[config.mk]
export PLATFORM = sky130hd
export DESIGN_NAME = v2a_lane
export DESIGN_NICKNAME = d
export VERILOG_FILES = /design/src/vector2d_alu_core_assert.svh /design/src/v2a_pkg.sv /design/src/v2a_lane.sv
export SDC_FILE = /design/constraint.sdc
export NUM_CORES = 2
export LEC_CHECK = 0
export ABC_CLOCK_PERIOD_IN_PS = 12360
export BUFFER_PORTS_ARGS = -buffer_cell sky130_fd_sc_hd__clkbuf_2
export CAP_MARGIN = 20
export CORE_MARGIN = 4
export CORE_UTILIZATION = 55
export DETAILED_ROUTE_END_ITERATION = 8
export PLACE_DENSITY_LB_ADDON = 0.2
export SKIP_LAST_GASP = 1
export SYNTH_ARGS = -nofsm -noshare
export SYNTH_HDL_FRONTEND = slang
export SYNTH_SLANG_ARGS = --single-unit
[constraint.sdc]
create_clock -name clk -period 12.36 [get_ports clk]
set_clock_uncertainty 0.2 [all_clocks]
set_input_delay 0 -clock clk [delete_from_list [all_inputs] [get_ports clk]]
set_output_delay 0 -clock clk [all_outputs]
set_load 0.05 [all_outputs]
[src/vector2d_alu_core_assert.svh]
// Assertion macros used by the vector ALU core.
`ifndef VECTOR2D_ALU_CORE_ASSERT_SVH
`define VECTOR2D_ALU_CORE_ASSERT_SVH

// Same-cycle implication, sampled on clk, off during reset.
`define V2A_ASSERT_IMP(lbl, ante, cons, msg) \
  lbl: assert property (@(posedge clk) disable iff (!rst_n) (ante) |-> (cons)) \
    else $error(msg);

// Next-cycle implication, sampled on clk, off during reset.
`define V2A_ASSERT_NXT(lbl, ante, cons, msg) \
  lbl: assert property (@(posedge clk) disable iff (!rst_n) (ante) |=> (cons)) \
    else $error(msg);

`endif

[src/v2a_pkg.sv]
`timescale 1ns / 1ps

package v2a_pkg;

  localparam int WORD_BITS  = 32;
  localparam int FRAC_BITS  = 16;
  localparam int SQ_W       = 2 * WORD_BITS;
  localparam int SQ_STAGES  = WORD_BITS;
  localparam int DIV_STAGES = FRAC_BITS + 1;
  localparam int V_W        = 2 * WORD_BITS + 2;
  localparam int MAG_W      = 2 * WORD_BITS + 1;

  localparam logic [WORD_BITS-1:0] MAX_POS = {1'b0, {(WORD_BITS-1){1'b1}}};
  localparam logic [MAG_W-1:0]     HALF    = MAG_W'(1) << (FRAC_BITS - 1);

  typedef enum logic [2:0] {
    OP_ADD   = 3'd0,
    OP_SUB   = 3'd1,
    OP_SCALE = 3'd2,
    OP_DOT   = 3'd3,
    OP_CROSS = 3'd4,
    OP_LEN   = 3'd5,
    OP_NORM  = 3'd6
  } op_t;

  typedef struct packed {
    logic [SQ_W-1:0]      prod;
    logic [WORD_BITS:0]   sum;
    logic [WORD_BITS-1:0] amag;
    logic                 aneg;
  } lane_t;

  typedef struct packed {
    op_t                  op;
    logic [WORD_BITS-1:0] rx;
    logic [WORD_BITS-1:0] ry;
    logic                 sat;
    logic [WORD_BITS-1:0] axm;
    logic [WORD_BITS-1:0] aym;
    logic                 axn;
    logic                 ayn;
  } side_t;

  typedef struct packed {
    logic [WORD_BITS-1:0] val;
    logic                 sat;
  } rs_t;

  function automatic rs_t round_sat(logic [MAG_W-1:0] mag, logic neg, logic rnd);
    logic [MAG_W-1:0] r;
    logic [MAG_W-1:0] lim;
    rs_t o;
    r = rnd ? ((mag + HALF) >> FRAC_BITS) : mag;
    lim = neg ? (MAG_W'(MAX_POS) + MAG_W'(1)) : MAG_W'(MAX_POS);
    o.sat = (r > lim);
    if (o.sat) begin
      r = lim;
    end
    o.val = neg ? (~r[WORD_BITS-1:0] + 1'b1) : r[WORD_BITS-1:0];
    return o;
  endfunction

endpackage

[src/v2a_lane.sv]
`timescale 1ns / 1ps

module v2a_lane (
  input  logic                                clk,
  input  logic                                en,
  input  v2a_pkg::op_t                        op,
  input  logic signed [v2a_pkg::WORD_BITS-1:0] a,
  input  logic signed [v2a_pkg::WORD_BITS-1:0] b_own,
  input  logic signed [v2a_pkg::WORD_BITS-1:0] b_other,
  input  logic signed [v2a_pkg::WORD_BITS-1:0] scalar,
  output v2a_pkg::lane_t                      res
);

  logic signed [v2a_pkg::WORD_BITS-1:0] mul_b;
  logic signed [v2a_pkg::SQ_W-1:0]      prod;
  logic signed [v2a_pkg::WORD_BITS:0]   sum;
  v2a_pkg::lane_t                       lane_nxt;
  v2a_pkg::lane_t                       lane_r;

  always_comb begin
    case (op)
      v2a_pkg::OP_SCALE: mul_b = scalar;
      v2a_pkg::OP_DOT:   mul_b = b_own;
      v2a_pkg::OP_CROSS: mul_b = b_other;
      default:           mul_b = a;
    endcase
    prod = a * mul_b;
    if (op == v2a_pkg::OP_SUB) begin
      sum = (v2a_pkg::WORD_BITS+1)'(a) - (v2a_pkg::WORD_BITS+1)'(b_own);
    end else begin
      sum = (v2a_pkg::WORD_BITS+1)'(a) + (v2a_pkg::WORD_BITS+1)'(b_own);
    end
    lane_nxt.prod = prod;
    lane_nxt.sum  = sum;
    lane_nxt.amag = a[v2a_pkg::WORD_BITS-1] ? v2a_pkg::WORD_BITS'(-a) : a;
    lane_nxt.aneg = a[v2a_pkg::WORD_BITS-1];
  end

  always_ff @(posedge clk) begin
    if (en) begin
      lane_r <= lane_nxt;
    end
  end

  assign res = lane_r;

endmodule

After elaboration in Yosys (flattened, before gate mapping)
Index checks and enable logic that the tools add are counted.

$add $sub $neg: 3. Equality and inequality tests: 4. Mux-type cells: 3. Multipliers: 1.

Operator list (number): 32-bit case mux with 3 select lines (1); 32-bit by 32-bit multiplier with 64-bit output (1); 32-bit by 32-bit adder with 33-bit output (1); 33-bit 2-to-1 mux (1); 32-bit by 32-bit subtractor with 33-bit output (1); 32-bit negator (1); 31-bit 2-to-1 mux (1); 3-bit by 2-bit == test with 1-bit output, second input constant (2); 3-bit by 1-bit == test with 1-bit output, second input constant (1); 3-bit == test, second input constant (1).

Input bits: 133. Register bits after elaboration: 130. Output and inout port bits: 130. Word-level logic and storage cells: 16.

Logic depth before layout (Yosys ltp)
Depth after elaboration: 3. Mapped depth: 36. Gate-level depth less buffers: 31.

Worst setup path before layout
No wires, ideal clock.

Kind: input to register. Start point: in op[0]. End point: reg lane_r (netlist bit res[129]) (data pin). Stages: 33. Data required time: 11889 ps. Library setup time: 271 ps. Setup slack: 3338 ps. Arrival: 8552 ps. Path through: buf_2 -> nor3b_1 -> nor2_1 -> clkbuf_1 -> clkbuf_1 -> clkbuf_1 -> a221o_1 -> clkbuf_1 -> nand2_1 -> inv_1 -> fa_1 -> fa_1 -> fa_1 -> fa_1 -> inv_1 -> fa_1 -> inv_1 -> fa_1 -> inv_1 -> fa_1 -> inv_1 -> fa_1 -> ha_1 -> clkbuf_1 -> a21o_1 -> a21o_1 -> a21oi_1 -> o21ai_0 -> a221o_1 -> nand2_1 -> nand2_1 -> a21oi_1 -> o211ai_1.

RTL lines: start: declaration (RTL line v2a_lane.sv:6) `input v2a_pkg::op_t op,`; end signal: assignment (RTL line v2a_lane.sv:41) `lane_r <= lane_nxt;`; end: declaration (RTL line v2a_lane.sv:18) `v2a_pkg::lane_t lane_r;`.

==> impl_metrics.toml <==
[placement]
pre_cts_slack_ns = 1.58
port_buffers = 262
gp_congestion = 0.965
place_hpwl_mm = 106
dp.cells = 5753

[sta]
setup_slack_ns = 1.78
achievable-frequency_mhz = 94.5
rsz0062_at_grt = "false"
period_minus_slack_ns = 10.58
setup_viol = 0
slew_headroom = 0.223
setup_tns_ns = 0
maxSlewViolCount = 0
hold_viol_final = 0
finalCritPeriodShare = 0.856
worst_slew_pin_slew_ns = 1.15

[clock_tree]
cts_resized = 0
cts_htree_levels = 4
cts_root_buf = "clkbuf_16"
cts_tree = "done"
postCtsSetupBuffers = 0
clk_pin_slew_ns = 0.08
cts.sinks = 130
cts_buffer_depth = 2
cts_buffers = 17
cts_hold_buf = 6

[logic_synthesis]
synth_seq_cells = 130
yosysMostFrequentCell = "fa_1"
yosys_warnings = 0
synth-seq-area-share = 0.0890
netlist.area_leader.share = 0.494
synth_fp_nets = 6046
synth_largest_area_cell = "fa_1"
synthFlopType = "edfxtp_1"
synth_area_leaders = "fa_1 (49%), edfxtp_1 (8.9%), inv_1 (8.3%), ha_1 (6.2%), nand2_1 (4.8%)"
netlist_instances = 4612
synthDistinctLibCells = 66
synth_edf_count = 130
synthArstFlopShare = 0
synth_area_sq_mm = 0.0439
syn_area_per_cell_sq_um = 9.52
synth_common_cells = "fa_1 (1083), inv_1 (971), nand2_1 (561), nor2b_1 (326), clkbuf_1 (240)"

[floorplan]
core-area_sq_mm = 0.0790
ioPinCount = 263
die_y_um = 290
initial_utilization = 0.556
die_area_sq_mm = 0.0844
die_x_um = 290
num_rows = 103

[global_route]
grt_antenna_before_repair = 6
gr-total-overflow = 0
grt_pass1_wl_mm = 206
grt_max_degree = 73
grt_pass1_vias = 35248
grt_util_all_layers = 0.319

[route]
drt_iter0_drc = 2507
wl_mm = 130
route.detailed.drc = 0
num_vias = 32694
vias_per_cell = 5.64
dr.pass1.iters = 5
avgRoutedWirePerCell_um = 22.5
drtAntennaViolNets = 0

[setup_path]
critPathBufInv = 2
critPathKind = "in -> reg"
crit_slowest_cell = "fa_1"
cp-start-kind = "input port"
worstPathRequired_ns = 12.34
cp_common_cell = "fa_1"
worstPathArrival_ns = 10.56
critical_path.max_stage_delay_ns = 1.01
cp_top_family = "adder cells"
crit_fanout = 25
crit_chain = "clkbuf_2 -> nand2b_1 -> inv_1 -> nor2_4 -> o21ai_0 -> nand2b_1 -> and2_1 -> fa_1 -> fa_1 -> fa_1 -> fa_1 -> fa_1 -> fa_1 -> fa_1 -> fa_1 -> ha_1 -> nand4_1 -> nor3_1 -> o211ai_1 -> a21oi_1 -> o21ai_1 -> o21ai_1 -> o211ai_1"
end_kind = "register"

[outcome]
status = "completed"

[cells_and_area]
largest_reg_flops = 130
drive_gt1_frac = 0.0875
fin_cells = 5792
nNetsFinal = 6162
syn_to_final_growth_pct = 6.82
multi_input_area_sq_mm = 0.0354
fillers = 6826
seq_area_sq_mm = 0.00390

[min_path]
min_path_type = "in -> reg"

[flow_run]
cap_viol_max_count = 0
layout make-up:
cell class	instances	area share
diodes	1	0.0000534
flip-flops and latches	130	0.0833
clock inverters	15	0.00288
multi-input cells	3259	0.756
well taps	1050	0.0280
repair buffers	349	0.0428
clock buffers	17	0.00908
inverters	971	0.0778
cells by family (layout without fill, tap and decap cells):
kind of cell    count (synthesis)  in the layout  synth area share
fa+ha+maj                    1301           1301             0.556
compound gates                424            424            0.0610
flops                         130            130            0.0890
mux                            33             33           0.00753
simple gates                 1351           1351             0.152
xor+xnor                      150            150            0.0299
other cells                     0              1                 0
buf+inv                      1223           1352             0.105
placed cells by master, fill, tap and decap left out, types with 30 or more instances in the layout:
| master | n |
|---|---|
| nor2b_1 | 326 |
| nand2b_1 | 30 |
| buf_4 | 80 |
| xnor2_1 | 107 |
| ha_1 | 218 |
| nand2_1 | 561 |
| edfxtp_1 | 130 |
| o21ai_0 | 124 |
| mux2i_1 | 33 |
| and2_1 | 148 |
| clkbuf_2 | 261 |
| a21oi_1 | 100 |
| inv_1 | 971 |
| fa_1 | 1083 |
| o21a_1 | 31 |
| xor2_1 | 43 |
| a21o_1 | 45 |
| nor2_1 | 145 |
stage by stage:
stage | utilization | instance area, sq um | hold WS, ns
finish | 0.593 | 46900 | 0.0264
global placement | 0.585 | 46200 | 0.316
global route | 0.593 | 46900 | 0.0569
CTS | 0.593 | 46900 | 0.0170
detailed placement | 0.585 | 46300 | 0.316
floorplan | - | 43900 | -0.101
layer usage:
layer,share of wire,GRT usage
met3,0.074,0.0528
met2,0.49,0.531
met5,0.00025,0
met4,0.067,0.169
met1,0.37,0.403
path summary, 6_finish.rpt:
| check | depth (start not counted) | end | startpoint |
|---|---|---|---|
| max | 23 | res[128] | op[2] |
| min | 3 | res[13] | a[12] |
Power is not shown: default switching activity piles up to over one toggle a cycle in this logic, so the estimate is an artifact.
