===== src/vector2d_alu_core_assert.svh =====
// Assertion macros used by the vector ALU core.
`ifndef VECTOR2D_ALU_CORE_ASSERT_SVH
`define VECTOR2D_ALU_CORE_ASSERT_SVH

// Same-cycle implication, sampled on clk, off during reset.
`define V2A_ASSERT_IMP(lbl, ante, cons, msg) \
  lbl: assert property (@(posedge clk) disable iff (!rst_n) (ante) |-> (cons)) \
    else $error(msg);

// Next-cycle implication, sampled on clk, off during reset.
`define V2A_ASSERT_NXT(lbl, ante, cons, msg) \
  lbl: assert property (@(posedge clk) disable iff (!rst_n) (ante) |=> (cons)) \
    else $error(msg);

`endif


===== src/v2a_pkg.sv =====
`timescale 1ns / 1ps

package v2a_pkg;

  localparam int WORD_BITS  = 32;
  localparam int FRAC_BITS  = 16;
  localparam int SQ_W       = 2 * WORD_BITS;
  localparam int SQ_STAGES  = WORD_BITS;
  localparam int DIV_STAGES = FRAC_BITS + 1;
  localparam int V_W        = 2 * WORD_BITS + 2;
  localparam int MAG_W      = 2 * WORD_BITS + 1;

  localparam logic [WORD_BITS-1:0] MAX_POS = {1'b0, {(WORD_BITS-1){1'b1}}};
  localparam logic [MAG_W-1:0]     HALF    = MAG_W'(1) << (FRAC_BITS - 1);

  typedef enum logic [2:0] {
    OP_ADD   = 3'd0,
    OP_SUB   = 3'd1,
    OP_SCALE = 3'd2,
    OP_DOT   = 3'd3,
    OP_CROSS = 3'd4,
    OP_LEN   = 3'd5,
    OP_NORM  = 3'd6
  } op_t;

  typedef struct packed {
    logic [SQ_W-1:0]      prod;
    logic [WORD_BITS:0]   sum;
    logic [WORD_BITS-1:0] amag;
    logic                 aneg;
  } lane_t;

  typedef struct packed {
    op_t                  op;
    logic [WORD_BITS-1:0] rx;
    logic [WORD_BITS-1:0] ry;
    logic                 sat;
    logic [WORD_BITS-1:0] axm;
    logic [WORD_BITS-1:0] aym;
    logic                 axn;
    logic                 ayn;
  } side_t;

  typedef struct packed {
    logic [WORD_BITS-1:0] val;
    logic                 sat;
  } rs_t;

  function automatic rs_t round_sat(logic [MAG_W-1:0] mag, logic neg, logic rnd);
    logic [MAG_W-1:0] r;
    logic [MAG_W-1:0] lim;
    rs_t o;
    r = rnd ? ((mag + HALF) >> FRAC_BITS) : mag;
    lim = neg ? (MAG_W'(MAX_POS) + MAG_W'(1)) : MAG_W'(MAX_POS);
    o.sat = (r > lim);
    if (o.sat) begin
      r = lim;
    end
    o.val = neg ? (~r[WORD_BITS-1:0] + 1'b1) : r[WORD_BITS-1:0];
    return o;
  endfunction

endpackage


===== src/v2a_div.sv =====
`timescale 1ns / 1ps

module v2a_div (
  input  logic                          clk,
  input  logic                          en,
  input  logic [v2a_pkg::WORD_BITS-1:0] in_a,
  input  logic [v2a_pkg::WORD_BITS-1:0] in_d,
  output logic [v2a_pkg::FRAC_BITS:0]   out_q
);

  logic [v2a_pkg::WORD_BITS-1:0] rem_r [v2a_pkg::DIV_STAGES];
  logic [v2a_pkg::WORD_BITS-1:0] d_r   [v2a_pkg::DIV_STAGES];
  logic [v2a_pkg::FRAC_BITS:0]   q_r   [v2a_pkg::DIV_STAGES];

  for (genvar j = 0; j < v2a_pkg::DIV_STAGES; j++) begin : g_stage
    logic [v2a_pkg::WORD_BITS-1:0] rem_in;
    logic [v2a_pkg::WORD_BITS-1:0] d_in;
    logic [v2a_pkg::FRAC_BITS:0]   q_in;
    logic                          bit_in;
    logic [v2a_pkg::WORD_BITS:0]   r2;
    logic [v2a_pkg::WORD_BITS:0]   diff;
    logic [v2a_pkg::WORD_BITS-1:0] rem_nxt;
    logic [v2a_pkg::FRAC_BITS:0]   q_nxt;

    if (j == 0) begin : g_first
      assign rem_in = {1'b0, in_a[v2a_pkg::WORD_BITS-1:1]};
      assign bit_in = in_a[0];
      assign d_in   = in_d;
      assign q_in   = '0;
    end else begin : g_next
      assign rem_in = rem_r[j-1];
      assign bit_in = 1'b0;
      assign d_in   = d_r[j-1];
      assign q_in   = q_r[j-1];
    end

    always_comb begin
      r2   = {rem_in, bit_in};
      diff = r2 - {1'b0, d_in};
      if (r2 >= {1'b0, d_in}) begin
        rem_nxt = diff[v2a_pkg::WORD_BITS-1:0];
        q_nxt   = {q_in[v2a_pkg::FRAC_BITS-1:0], 1'b1};
      end else begin
        rem_nxt = r2[v2a_pkg::WORD_BITS-1:0];
        q_nxt   = {q_in[v2a_pkg::FRAC_BITS-1:0], 1'b0};
      end
    end

    always_ff @(posedge clk) begin
      if (en) begin
        rem_r[j] <= rem_nxt;
        d_r[j]   <= d_in;
        q_r[j]   <= q_nxt;
      end
    end
  end

  assign out_q = q_r[v2a_pkg::DIV_STAGES-1];

endmodule


===== config.mk =====
export PLATFORM = sky130hd
export DESIGN_NAME = v2a_div
export DESIGN_NICKNAME = d
export VERILOG_FILES = /design/src/vector2d_alu_core_assert.svh /design/src/v2a_pkg.sv /design/src/v2a_div.sv
export SDC_FILE = /design/constraint.sdc
export NUM_CORES = 2
export LEC_CHECK = 0
export ABC_AREA = 1
export BUFFER_PORTS_ARGS = -buffer_cell sky130_fd_sc_hd__buf_2
export CAP_MARGIN = 20
export CORE_AREA = 2 2 587 531
export DETAILED_ROUTE_END_ITERATION = 10
export DIE_AREA = 0 0 589 533
export GPL_TIMING_DRIVEN = 1
export PLACE_DENSITY = 0.54
export SLEW_MARGIN = 0
export SYNTH_ARGS = -nofsm -noshare
export SYNTH_HDL_FRONTEND = slang
export SYNTH_SLANG_ARGS = --single-unit

===== constraint.sdc =====
create_clock -name clk -period 2.5 [get_ports clk]
set_clock_uncertainty 0.15 [all_clocks]
set_input_delay 0.25 -clock clk [delete_from_list [all_inputs] [get_ports clk]]
set_output_delay 0.25 -clock clk [all_outputs]
set_load 0.05 [all_outputs]

---- Word-level counts from Yosys, hierarchy flattened ----
Memory sizes are Yosys's and may differ from the RTL's.
Index checks and enable logic that the tools add are counted.
operators by class
  magnitude comparators ................... 17
  $add $sub $neg .......................... 17
  muxes and demuxes ....................... 36
operators with widths
  kind              number
  $mux W32          17
  $sub A32 B32 Y32  17
  $ge A33 B32 Y1    16
  $ge A32 B32 Y1    1
  $mux W1           19
storage, ports and cells
  output and inout bits ................... 17
  memories ................................ 3
  bits in writable memories ............... 1377
  input bits .............................. 66
  logic and storage cells ................. 73
  bits in registers ....................... 0
memory list
  memory  words  width  read ports  clocked after Yosys merged registers in  wr ports  line           RTL
  d_r     17     32     16          0                                        17        v2a_div.sv:12  logic [v2a_pkg::WORD_BITS-1:0] d_r [v2a_pkg::DIV_STAGES];
  rem_r   17     32     16          0                                        17        v2a_div.sv:11  logic [v2a_pkg::WORD_BITS-1:0] rem_r [v2a_pkg::DIV_STAGES];
  q_r     17     17     17          0                                        17        v2a_div.sv:13  logic [v2a_pkg::FRAC_BITS:0] q_r [v2a_pkg::DIV_STAGES];

---- Longest topological paths before layout ----
An unclocked memory read counts as a cell.
  word-level depth ........................ 3
  gate-level depth with buffers ........... 17
  mapped depth without buffers ............ 15

---- Worst setup path before layout ----
Ideal clock, no wire load.
  path kind ............................... input -> register
  from .................................... input port in_a[0] (netlist bit)
  to ...................................... memory rem_r[0][31] (netlist bit) (data pin)
  arrival ................................. 1774 ps
  required time ........................... 2097 ps
  path slack .............................. 323 ps
  buffers on the path ..................... 1
  stages on the path ...................... 14
  library setup time ...................... 253 ps
  cells stage by stage .................... inv_1 -> ha_1 -> fa_1 -> nor2_1 -> o21ai_1 -> nand2_1 -> nand2_1 -> nand3_1 -> nand2_1 -> nand2_4 -> inv_4 -> buf_6 -> nand2_1 -> nand2_1
RTL lines
  item             line           RTL
  start, declared  v2a_div.sv:6   input logic [v2a_pkg::WORD_BITS-1:0] in_a,
  end, declared    v2a_div.sv:11

==> summary.md <==
| Metric | Value |
|---|---|
| Residual overflow from global routing | 0 |
| Global-route usage over all layers | 18.3% |
| Beginning of the worst hold path | in_d[19] |
| Run status | finished, violations left |
| Estimated wirelength of the detail-placed design | 235000 um |
| Final Critical Period | 2.61 ns |
| R2R Setup Slk | -0.11 ns |
| Initial antenna violation count | 12 |
| CTS root buffer | sky130_fd_sc_hd__clkbuf_16 |
| Vias in the first global route | 74984 |
| X dimension of the die | 589 um |
| Worst Path Required | 2.90 ns |
| Slew at the pin closest to its max-slew limit | 0.619 ns |
| Design Power | 145 mW |
| Core footprint | 309000 um^2 |
| Starting density of the core | 27.8% |
| Static Leakage | 60.6 nW |
| Setup violations, final | 88 |
| Layout net count | 14557 |
| Post-synth top area share | 41.2% |
| Critical path arrival | 3.01 ns |
| Number of enable flip-flop cells after synthesis | 1177 |
| Minimum setup slack after placement | -0.377 ns |
| Fraction of final layout cells sized beyond drive strength 1 | 28.2% |
| Predominant post-synthesis flop cell | sky130_fd_sc_hd__edfxtp_1 |
| Drt first pass iters | 6 |
| CTS Buf Count | 139 |
| Mapped Area | 85800 um^2 |
| Worst reg2reg path startpoint | rem_r[0][381] |
| Post-detailed-route count of antenna-violating nets | 0 |
| # port buffers | 82 |
| Clock tree from TritonCTS | done |
| Via-to-Cell Ratio | 4.41 |
| Async set-reset flop share out of synthesis | 0% |
| Mean Syn Cell Area | 7.34 um^2 |
| Number of warnings reported in the yosys synthesis log | 0 |
| Count of unresolved DRC violations after routing | 0 |
| Startpoint type of the worst setup path | flop |
| Top-level port count | 83 |
| CP Max Fanout | 7 |
| Vertical die dimension | 533 um |
| Setup CP Type | flop to flop |
| Failing checks | setup timing |
| Post-route fraction of the period consumed by the critical path | 105% |
| DR iter-0 viols | 6718 |
| Number of hold violations in the final report | 0 |
| Total number of placement rows | 194 |
| Vias | 79974 |
| Number of buffers on the longest clock path | 4 |
| Synthesized netlist cell count | 11684 |
| Highest clock frequency the design can meet | 0.383 GHz |
| Worst vdd rail ir drop | 0.000482 V |
| Sinks on Clock Net | 1177 |
| DRT Wirelength | 303000 um |
| Max Cap Violations | 0 |
| Setup repair after global routing missed its margin | true |
| Pin count of the biggest net entering global routing | 79 |
| Yosys cell types | 39 |
| Slew headroom | 58.4% |
| Final worst-path setup slack | -0.114 ns |
| Filler cell count in the final layout | 31451 |
| Net count after synthesis | 12309 |
| Kind of end point of the critical path | flop |
| Clock latency on the worst-skew pair | 0.83 ns |
| Top cell type by total area after synthesis | sky130_fd_sc_hd__edfxtp_1 |
| Global-route wire length before repair | 442000 um |
| Leading cell types by total area after synthesis | sky130_fd_sc_hd__edfxtp_1, sky130_fd_sc_hd__nand2_1, sky130_fd_sc_hd__inv_1 |
| Power per Cell Area | 1200 nW/um^2 |
| Final estimated routing congestion in global placement | 0.926 |
| Share of synthesized area occupied by flip-flops and latches | 41.2% |
| DIE AREA | 314000 um^2 |
| Pins Over Slew Limit | 0 |
| H-tree depth reported by CTS | 4 |
| Dominant cell by count in the synthesized netlist | sky130_fd_sc_hd__nand2_1 |
| Tightest Hold Check Type | input port to flop |
| Launch point of the critical path | rem_r[0][381] |
| Number of storage elements in the synthesis netlist | 1177 |
| Routed len/inst | 16.7 um |
| Cell types with the highest counts after synthesis | sky130_fd_sc_hd__nand2_1, sky130_fd_sc_hd__inv_1, sky130_fd_sc_hd__edfxtp_1 |
| Register clock-pin slew on the reported worst setup and hold paths | 0.06 ns |
| Area growth from synthesis to layout | 40.9% |
## power by group
| group | switching, mW | internal, mW |
|---|---|---|
| Clock | 8.54 | 11.7 |
| Combinational | 50.7 | 39.9 |
| Sequential | 5.10 | 29.4 |
| Total | 64.3 | 81.0 |
## registers in the layout, summed over array words and instances (netlist names)
signal	cells
q_r	153
rem_r	512
d_r	512
## layout make-up
cell class | instances | area, um^2 | area share [%]
Clock inverter | 73 | 757 | 0.626
Timing Repair Buffer | 2228 | 18500 | 15.3
Sequential cell | 1177 | 35300 | 29.2
Antenna cell | 5 | 12.5 | 0.0103
Multi-Input combinational cell | 7948 | 48300 | 40.0
Clock buffer | 158 | 3590 | 2.97
Tap cell | 4116 | 5150 | 4.26
Inverter | 2438 | 9200 | 7.61
## logic make-up (layout without fill, tap and decap cells)
group	after synthesis	after routing	share of synthesized area (%)
and+or+nand+nor	6739	6755	33.7
adders and majority gates	559	559	8.29
buffers and inverters	2575	4897	12.0
AOI/OAI and AO/OA	409	409	2.49
other	0	5	0
DFF	1177	1177	41.2
xor gates and xnor gates	225	225	2.30
## routing by layer
layer	routed length, um	up-vias	global-route usage (%)	part of all wire [%]
met4	8120	2	5.01	2.7
met1	137000	36615	24.6	45
li1	-	40917	-	-
met5	13	-	0	0.0043
met3	19600	403	3.21	6.5
met2	139000	2037	30.0	46
## timing repair
item | in CTS | in global routing
hold buffers | 81 | 0
endpoints found under the setup margin | 397 | 487
gates resized for setup | 482 | 1205
setup buffers | 153 | 220
cloned | 21 | 23
pin swaps | 100 | 289
hold endpoints to repair | 313 | 0
## placed cells by master, fill, tap and decap left out, types with 16 or more instances in the layout
master / instances
sky130_fd_sc_hd__buf_12: 74
sky130_fd_sc_hd__ha_2: 24
sky130_fd_sc_hd__clkbuf_1: 17
sky130_fd_sc_hd__nor2_1: 448
sky130_fd_sc_hd__and2_1: 132
sky130_fd_sc_hd__nand3_1: 626
sky130_fd_sc_hd__edfxtp_1: 1177
sky130_fd_sc_hd__a21oi_2: 40
sky130_fd_sc_hd__nor2_4: 50
sky130_fd_sc_hd__nand2_8: 35
sky130_fd_sc_hd__ha_4: 324
sky130_fd_sc_hd__xnor2_1: 16
sky130_fd_sc_hd__nand4_1: 46
sky130_fd_sc_hd__clkinv_2: 22
sky130_fd_sc_hd__buf_4: 1876
sky130_fd_sc_hd__buf_2: 81
sky130_fd_sc_hd__a21o_1: 18
sky130_fd_sc_hd__nor2_2: 150
sky130_fd_sc_hd__nand2_2: 420
sky130_fd_sc_hd__o21ai_0: 16
sky130_fd_sc_hd__nand2_4: 96
sky130_fd_sc_hd__nor3_4: 23
sky130_fd_sc_hd__a21oi_1: 307
sky130_fd_sc_hd__nor3_2: 33
sky130_fd_sc_hd__nand3_4: 26
sky130_fd_sc_hd__nand3_2: 238
sky130_fd_sc_hd__clkbuf_16: 160
sky130_fd_sc_hd__ha_1: 195
sky130_fd_sc_hd__nand3b_1: 159
sky130_fd_sc_hd__inv_2: 108
sky130_fd_sc_hd__nand2_1: 4178
sky130_fd_sc_hd__inv_1: 2324
sky130_fd_sc_hd__dlygate4sd3_1: 81
sky130_fd_sc_hd__nor3_1: 81
sky130_fd_sc_hd__xor2_1: 209
sky130_fd_sc_hd__buf_6: 79
## critical path, stage by stage, from the launching register on
cell	delay (ns)
sky130_fd_sc_hd__edfxtp_1	0.52
sky130_fd_sc_hd__ha_4	0.29
sky130_fd_sc_hd__buf_6	0.13
sky130_fd_sc_hd__nand4_1	0.19
sky130_fd_sc_hd__nor3_2	0.06
sky130_fd_sc_hd__nand2_1	0.11
sky130_fd_sc_hd__nand2_2	0.07
sky130_fd_sc_hd__nor2_4	0.31
sky130_fd_sc_hd__nand2_8	0.12
sky130_fd_sc_hd__buf_6	0.15
sky130_fd_sc_hd__buf_6	0.13
sky130_fd_sc_hd__nand3_2	0.06
sky130_fd_sc_hd__nand2_1	0.06
## path summary, 6_finish.rpt
kind / depth (start not counted) / endpoint
max: 12 / rem_r[0][411]
min: 2 / d_r[0][19]
max reg2reg: 12 / rem_r[0][411]
min reg2reg: 0 / d_r[0][171]
## metrics by stage
stage	setup TNS (ns)	std cells	hold WS (ns)	cell area (um^2)	util (%)
after CTS	-2.51	17900	0.00128	113000	36.7
after global routing	-16.91	18142	0.0167	121000	39.2
final	-3.16	18143	0.0516	121000	39.2
after detailed placement	-43.93	17416	0.255	103000	33.5
after global placement	-42.76	17416	0.251	103000	33.5
after floorplan	0	11684	0.199	85800	-
No activity file was read; power rests on OpenSTA's default activity.
